==> src/sv/rhms_pkg.sv <==
package rhms_pkg;

  // Event kinds carried in the mode field
  localparam logic [2:0] EV_UPDATE    = 3'd0;
  localparam logic [2:0] EV_START     = 3'd1;
  localparam logic [2:0] EV_STOP      = 3'd2;
  localparam logic [2:0] EV_CALIBRATE = 3'd3;
  localparam logic [2:0] EV_CAL_DONE  = 3'd4;
  localparam logic [2:0] EV_RESET     = 3'd5;

  // System mode codes
  localparam logic [2:0] ST_OFFLINE     = 3'd0;
  localparam logic [2:0] ST_CONNECTED   = 3'd1;
  localparam logic [2:0] ST_READY       = 3'd2;
  localparam logic [2:0] ST_SERVOING    = 3'd3;
  localparam logic [2:0] ST_DEGRADED    = 3'd4;
  localparam logic [2:0] ST_CALIBRATING = 3'd5;
  localparam logic [2:0] ST_FAULT       = 3'd6;

  // Refusal reasons
  localparam logic [3:0] RC_NONE            = 4'd0;
  localparam logic [3:0] RC_START_NOT_READY = 4'd1;
  localparam logic [3:0] RC_START_STALE     = 4'd2;
  localparam logic [3:0] RC_START_COND_LOST = 4'd3;
  localparam logic [3:0] RC_STOP_NOT_ACTIVE = 4'd4;
  localparam logic [3:0] RC_CAL_NOT_READY   = 4'd5;
  localparam logic [3:0] RC_CAL_NO_LINK     = 4'd6;
  localparam logic [3:0] RC_CAL_NO_STREAM   = 4'd7;
  localparam logic [3:0] RC_RESET_NO_FAULT  = 4'd8;

  // Health flags of one event
  typedef struct packed {
    logic       cmd_link_ok;
    logic       motion_topic_fresh;
    logic       motion_link_up;
    logic       cmd_tcp_up;
    logic       heartbeat_recent;
    logic       heartbeat_motion_on;
    logic       program_is_ready;
    logic       sensor_streaming;
    logic       tool_in_sync;
    logic       ctrl_loaded;
    logic [1:0] fault_bits;
  } flags_t;

  // Supervisor state
  typedef struct packed {
    logic [2:0] mode;
    logic       servo_wanted;
    logic       calib_active;
  } sup_state_t;

  // One result item
  typedef struct packed {
    logic [2:0] sys_state;
    logic       accepted;
    logic [3:0] refuse_code;
    logic       zero_ok;
  } result_t;

endpackage

==> src/sv/rhms_eval.sv <==
module rhms_eval
  import rhms_pkg::*;
(
  input  logic [2:0] ev,
  input  flags_t     flags,
  input  sup_state_t cur,
  output sup_state_t nxt,
  output result_t    res
);

  logic link_good;
  logic ready_ok;
  logic residue;
  logic motion_ok;
  logic acc;
  logic [3:0] code;

  // Link and readiness checks
  assign link_good = flags.cmd_link_ok |
                     (flags.motion_topic_fresh & flags.motion_link_up & flags.cmd_tcp_up);
  assign ready_ok  = link_good & flags.program_is_ready & flags.sensor_streaming &
                     flags.tool_in_sync & flags.ctrl_loaded;
  assign motion_ok = flags.motion_topic_fresh & flags.motion_link_up;
  // Motion fault left over from a finished session while idle
  assign residue   = ~cur.servo_wanted & ~cur.calib_active &
                     flags.heartbeat_recent & ~flags.heartbeat_motion_on;

  // Next state and request decision
  always_comb begin
    nxt  = cur;
    acc  = 1'b1;
    code = RC_NONE;
    unique case (ev)
      EV_UPDATE: begin
        priority if (flags.fault_bits[0] || (flags.fault_bits[1] && !residue)) begin
          nxt.mode         = ST_FAULT;
          nxt.servo_wanted = 1'b0;
          nxt.calib_active = 1'b0;
        end else if (cur.mode == ST_FAULT) begin
          nxt.mode = ST_FAULT;
        end else if (cur.calib_active) begin
          if (link_good && motion_ok && flags.sensor_streaming) begin
            nxt.mode = ST_CALIBRATING;
          end else begin
            nxt.mode         = ST_FAULT;
            nxt.calib_active = 1'b0;
          end
        end else if (cur.servo_wanted) begin
          nxt.mode = (ready_ok && motion_ok) ? ST_SERVOING : ST_DEGRADED;
        end else if (!link_good) begin
          nxt.mode = ST_OFFLINE;
        end else if (ready_ok) begin
          nxt.mode = ST_READY;
        end else begin
          nxt.mode = ST_CONNECTED;
        end
      end
      EV_START: begin
        priority if (cur.mode != ST_READY)   code = RC_START_NOT_READY;
        else if (!flags.motion_topic_fresh)  code = RC_START_STALE;
        else if (!ready_ok)                  code = RC_START_COND_LOST;
        else                                 nxt.servo_wanted = 1'b1;
      end
      EV_STOP: begin
        if (cur.mode != ST_SERVOING && cur.mode != ST_DEGRADED) code = RC_STOP_NOT_ACTIVE;
        else nxt.servo_wanted = 1'b0;
      end
      EV_CALIBRATE: begin
        priority if (cur.mode != ST_READY)  code = RC_CAL_NOT_READY;
        else if (!motion_ok)                code = RC_CAL_NO_LINK;
        else if (!flags.sensor_streaming)   code = RC_CAL_NO_STREAM;
        else                                nxt.calib_active = 1'b1;
      end
      EV_CAL_DONE: begin
        nxt.calib_active = 1'b0;
      end
      EV_RESET: begin
        if (cur.mode != ST_FAULT) code = RC_RESET_NO_FAULT;
        else nxt.mode = ST_OFFLINE;
      end
      default: begin
        acc = 1'b0;
      end
    endcase
  end

  // Assemble the result
  always_comb begin
    res.sys_state   = nxt.mode;
    res.accepted    = acc & (code == RC_NONE);
    res.refuse_code = code;
    res.zero_ok     = (nxt.mode == ST_CONNECTED) || (nxt.mode == ST_READY);
  end

endmodule

==> src/sv/robot_health_mode_supervisor_unit.sv <==
// Channel | Handshake            | Payload
// --------+----------------------+----------------------------------------------
// in      | in_valid / in_stall  | mode, cmd_link_ok .. ctrl_loaded, fault_bits
// out     | out_valid / out_stall| sys_state, accepted, refuse_code, zero_ok
//
// One event per cycle sustained while out_stall is low; each event passes
// from input transfer through the input register, then the result register.
// The mode and flag registers update in the cycle the event moves to the
// result register, so the next event sees them at once.
// rst is synchronous: mode goes to offline, flags clear, both stages empty.
// A stalled result holds; the input register then fills and in_stall rises.
module robot_health_mode_supervisor_unit
  import rhms_pkg::*;
(
  input  logic       clk,
  input  logic       rst,
  input  logic       in_valid,
  output logic       in_stall,
  input  logic [2:0] mode,
  input  logic       cmd_link_ok,
  input  logic       motion_topic_fresh,
  input  logic       motion_link_up,
  input  logic       cmd_tcp_up,
  input  logic       heartbeat_recent,
  input  logic       heartbeat_motion_on,
  input  logic       program_is_ready,
  input  logic       sensor_streaming,
  input  logic       tool_in_sync,
  input  logic       ctrl_loaded,
  input  logic [1:0] fault_bits,
  output logic       out_valid,
  input  logic       out_stall,
  output logic [2:0] sys_state,
  output logic       accepted,
  output logic [3:0] refuse_code,
  output logic       zero_ok
);

  logic       in_q_valid;
  logic [2:0] ev_q;
  flags_t     flags_q;
  sup_state_t st;
  sup_state_t st_next;
  result_t    res_next;
  result_t    res;
  logic       out_free;
  logic       advance;
  logic       in_take;

  // Handshake control
  assign out_free = ~out_valid | ~out_stall;
  assign advance  = in_q_valid & out_free;
  assign in_stall = in_q_valid & ~out_free;
  assign in_take  = in_valid & ~in_stall;

  // Input register
  always_ff @(posedge clk) begin
    if (rst) begin
      in_q_valid <= 1'b0;
    end else if (in_take) begin
      in_q_valid <= 1'b1;
    end else if (advance) begin
      in_q_valid <= 1'b0;
    end
  end

  always_ff @(posedge clk) begin
    if (in_take) begin
      ev_q    <= mode;
      flags_q <= '{cmd_link_ok, motion_topic_fresh, motion_link_up, cmd_tcp_up,
                   heartbeat_recent, heartbeat_motion_on, program_is_ready,
                   sensor_streaming, tool_in_sync, ctrl_loaded, fault_bits};
    end
  end

  rhms_eval u_eval (
    .ev    (ev_q),
    .flags (flags_q),
    .cur   (st),
    .nxt   (st_next),
    .res   (res_next)
  );

  // Supervisor state, advance on each event
  always_ff @(posedge clk) begin
    if (rst) begin
      st <= '{ST_OFFLINE, 1'b0, 1'b0};
    end else if (advance) begin
      st <= st_next;
    end
  end

  // Result register: load on advance, drop after transfer
  always_ff @(posedge clk) begin
    if (rst) begin
      out_valid <= 1'b0;
    end else if (advance) begin
      out_valid <= 1'b1;
    end else if (!out_stall) begin
      out_valid <= 1'b0;
    end
  end

  always_ff @(posedge clk) begin
    if (advance) begin
      res <= res_next;
    end
  end

  assign sys_state   = res.sys_state;
  assign accepted    = res.accepted;
  assign refuse_code = res.refuse_code;
  assign zero_ok     = res.zero_ok;

`ifndef SYNTHESIS
  // Fault mode never keeps a running calibration
  a_fault_flags_clear: assert property (@(posedge clk) disable iff (rst)
    st.mode == ST_FAULT |-> !st.calib_active)
    else $error("fault mode with calibration flag set");

  // A refused request is never reported as accepted
  a_refuse_not_acc: assert property (@(posedge clk) disable iff (rst)
    out_valid && refuse_code != RC_NONE |-> !accepted)
    else $error("refusal code with accepted set");

  // State moves only when an event leaves the input register
  a_state_hold: assert property (@(posedge clk) disable iff (rst)
    !advance |=> $stable(st))
    else $error("supervisor state changed without an event");

  // Reset empties the input and result stages
  a_reset_empty: assert property (@(posedge clk)
    rst |=> !out_valid && !in_q_valid)
    else $error("pipeline not empty after reset");
`endif

endmodule
==> config.mk <==
export PLATFORM = sky130hd
export DESIGN_NAME = robot_health_mode_supervisor_unit
export DESIGN_NICKNAME = d
export VERILOG_FILES = /design/src/sv/rhms_pkg.sv /design/src/sv/rhms_eval.sv /design/src/sv/robot_health_mode_supervisor_unit.sv
export SDC_FILE = /design/constraint.sdc
export NUM_CORES = 1
export LEC_CHECK = 0
export BUFFER_PORTS_ARGS = -buffer_cell sky130_fd_sc_hd__clkbuf_2
export CAP_MARGIN = 20
export CORE_ASPECT_RATIO = 0.5
export CORE_MARGIN = 1
export CORE_UTILIZATION = 57
export CTS_BUF_LIST = sky130_fd_sc_hd__clkbuf_2
export CTS_CLUSTER_DIAMETER = 80
export CTS_CLUSTER_SIZE = 28
export DETAILED_ROUTE_END_ITERATION = 16
export GPL_ROUTABILITY_DRIVEN = 0
export PLACE_DENSITY_LB_ADDON = 0.08
export SLEW_MARGIN = 10
export SYNTH_ARGS = -nofsm -noshare
export SYNTH_HDL_FRONTEND = slang
export SYNTH_HIERARCHICAL = 1
export SYNTH_SLANG_ARGS = --single-unit
==> constraint.sdc <==
create_clock -name clk -period 2.24 [get_ports clk]
set_clock_uncertainty 0.2 [all_clocks]
set_input_delay 0.448 -clock clk [delete_from_list [all_inputs] [get_ports clk]]
set_output_delay 0.448 -clock clk [all_outputs]
set_load 0.1 [all_outputs]
==> metrics.cfg <==
[cells_and_area]
fin_cells = 206
final_nets = 187
n_antenna_cell = 0
area_growth_pct = 17.3
drive_above_1_share = 0.302
layout_common_cells = 33 x clkbuf_2, 24 x edfxtp_1, 15 x nand2b_1
final_common_cell = clkbuf_2
final_core_util = 0.707

[logic_synthesis]
synth_area_per_cell_um2 = 11.5
yosysTopAreaCellShare = 0.460
synth_flop_cell = edfxtp_1
seq_area_frac_synth = 0.549
synth-edff-count = 24
syn_area_mm2 = 0.00157
synthCells = 136
yosys_warnings = 6
synth_seq_cells = 31
synth_area_leaders = edfxtp_1 46%, dfxtp_1 8.9%, nand2b_1 6.0%, mux2i_1 3.8%, o21ai_0 2.6%
synthArstFlopShare = 0
synth_top_area_cell = edfxtp_1
ys_types = 45
synth_fp_nets = 155

[pwr]
p_per_area_mw_per_mm2 = 653
power_w = 0.00120
p_leak_nw = 0.680
ir_worst_vdd_v = 0.000370

[floorplanning]
die_w_um = 76.2
coreArea_mm2 = 0.00260
io_pins = 30
start_util = 0.602
die_h_um = 39.1
rows = 13
die_area_mm2 = 0.00298

[timing]
worst_slack_ns = 0.241
hold_violations = 0
rsz0062_at_grt = no
post-route-period-util = 0.893
max-slew-margin-rel = 0.608
fmax_mhz = 500
maxSlewViolCount = 0
tightestPinTransition_ns = 0.573
setup_viol = 0
fin_setup_tns_ns = 0
fin_crit_ns = 2.00

[clocking]
cts_buffer_depth = 2
cts_hold_buf = 0
cts_tree = done
cts_root_buffer = clkbuf_2
postCtsSetupBuffers = 0
insertion_delay_ns = 0.34
cts_inserted_buffers = 5
ctsHtreeMaxLevel = 2
clkTransAtPathRegs_ns = 0.16
cts-resized-gates = 0
clkSinkCount = 31

[setup_path]
cp.required_ns = 2.33
worst_setup_path_start_kind = flop
path_max_fanout = 9
criticalPathCategory = flop to flop
end_kind = flop
reg2reg_slack_ns = 0.24
arrival_ns = 2.09

[drt]
ant_nets = 0
wl_per_cell_um = 13.5
drc = 0
via_per_inst = 5.50
drt_pass1_iterations = 4
wl_um = 2780
drtIter0Drc = 100
vias = 1133

[global_route]
grt_pass1_wl_um = 4450
grt_pass1_vias = 923
track_usage = 0.208
overflow = 0
grt_max_degree = 16
antenna_found_initial = 0

[placed_design]
dp.cells = 198
pre_cts_slack_ns = 0.262
port_buffers = 29
dp_hpwl_um = 2120

[worst_hold_path]
hold_class = primary input to flop

[flow_run]
drv_cap = 0

[run_status]
outcome = completed

==> where the power goes <==
part | total (W) | switching, W | internal [W]
Clock | 0.000359 | 0.000175 | 0.000184
Combinational | 0.000173 | 0.000121 | 0.0000521
Sequential | 0.000670 | 0.0000193 | 0.000651
==> per-stage QoR <==
stage | instance area [um^2] | hold WS (ns)
5_1_grt | 1840 | 0.0318
3_5_place_dp | 1780 | 0.290
2_1_floorplan | 1580 | 0.248
3_3_place_gp | 1780 | 0.268
6_report | 1840 | 0.0694
4_1_cts | 1840 | 0.0514
==> sequential cells by signal (all words and copies together), names as in the netlist <==
name	cells
flags_q	12
st	5
refuse_code	4
ev_q	3
sys_state	3
accepted	1
in_q_valid	1
out_valid	1
zero_ok	1
==> worst max-delay path, stage by stage, from the launching register on <==
cell and delay [ns]:
dfxtp_1 0.41, or4b_1 0.54, a21oi_2 0.21, nand2_2 0.09, o21ai_0 0.29, nand2b_1 0.09
mux2i_1 0.12
==> path summary, 6_finish.rpt <==
kind                                     from          to  cells after the start
worst max-delay path                    st[1]       st[2]                      6
worst min-delay path            fault_bits[0]  flags_q[0]                      1
worst max register to register          st[1]       st[2]                      6
worst min register to register     in_q_valid   out_valid                      2
==> Yosys cell counts (2+ instances only) <==
master / number
nor2_1: 6
a21oi_1: 5
nor4b_1: 2
nand2b_1: 15
o211ai_1: 3
nand4_1: 2
nor2b_1: 4
mux2i_1: 6
nand2_1: 4
a311oi_1: 2
edfxtp_1: 24
a211oi_1: 3
nand3_1: 2
clkbuf_1: 4
buf_4: 3
buf_2: 3
nor3b_1: 2
nand3b_1: 2
o21ai_0: 8
dfxtp_1: 7
inv_1: 5
==> kinds of logic after synthesis <==
kind of cell | count (synthesis) | share of synthesized area
multiplexers | 6 | 0.0383
AO/OA/AOI/OAI | 35 | 0.169
AND/OR/NAND/NOR | 48 | 0.191
flip-flops | 31 | 0.549
buffers and inverters | 16 | 0.0527
==> per-layer routing <==
layer | part of all wire | global-route usage | up-vias
met4 | 0.0040 | 0.0433 | 0
met1 | 0.51 | 0.277 | 511
li1 | - | - | 581
met5 | 0 | 0 | -
met2 | 0.43 | 0.336 | 39
met3 | 0.056 | 0.0706 | 2
==> final cells by class <==
type                            count  area, um^2
Clock buffer                        5        25.0
Clock inverter                      3        38.8
Fill cell                         205         763
Inverter                            5        22.5
Multi-Input combinational cell     89         632
Sequential cell                    31         862
Tap cell                           37        46.3
Timing Repair Buffer               36         213
(Power assumes the default switching activity.)
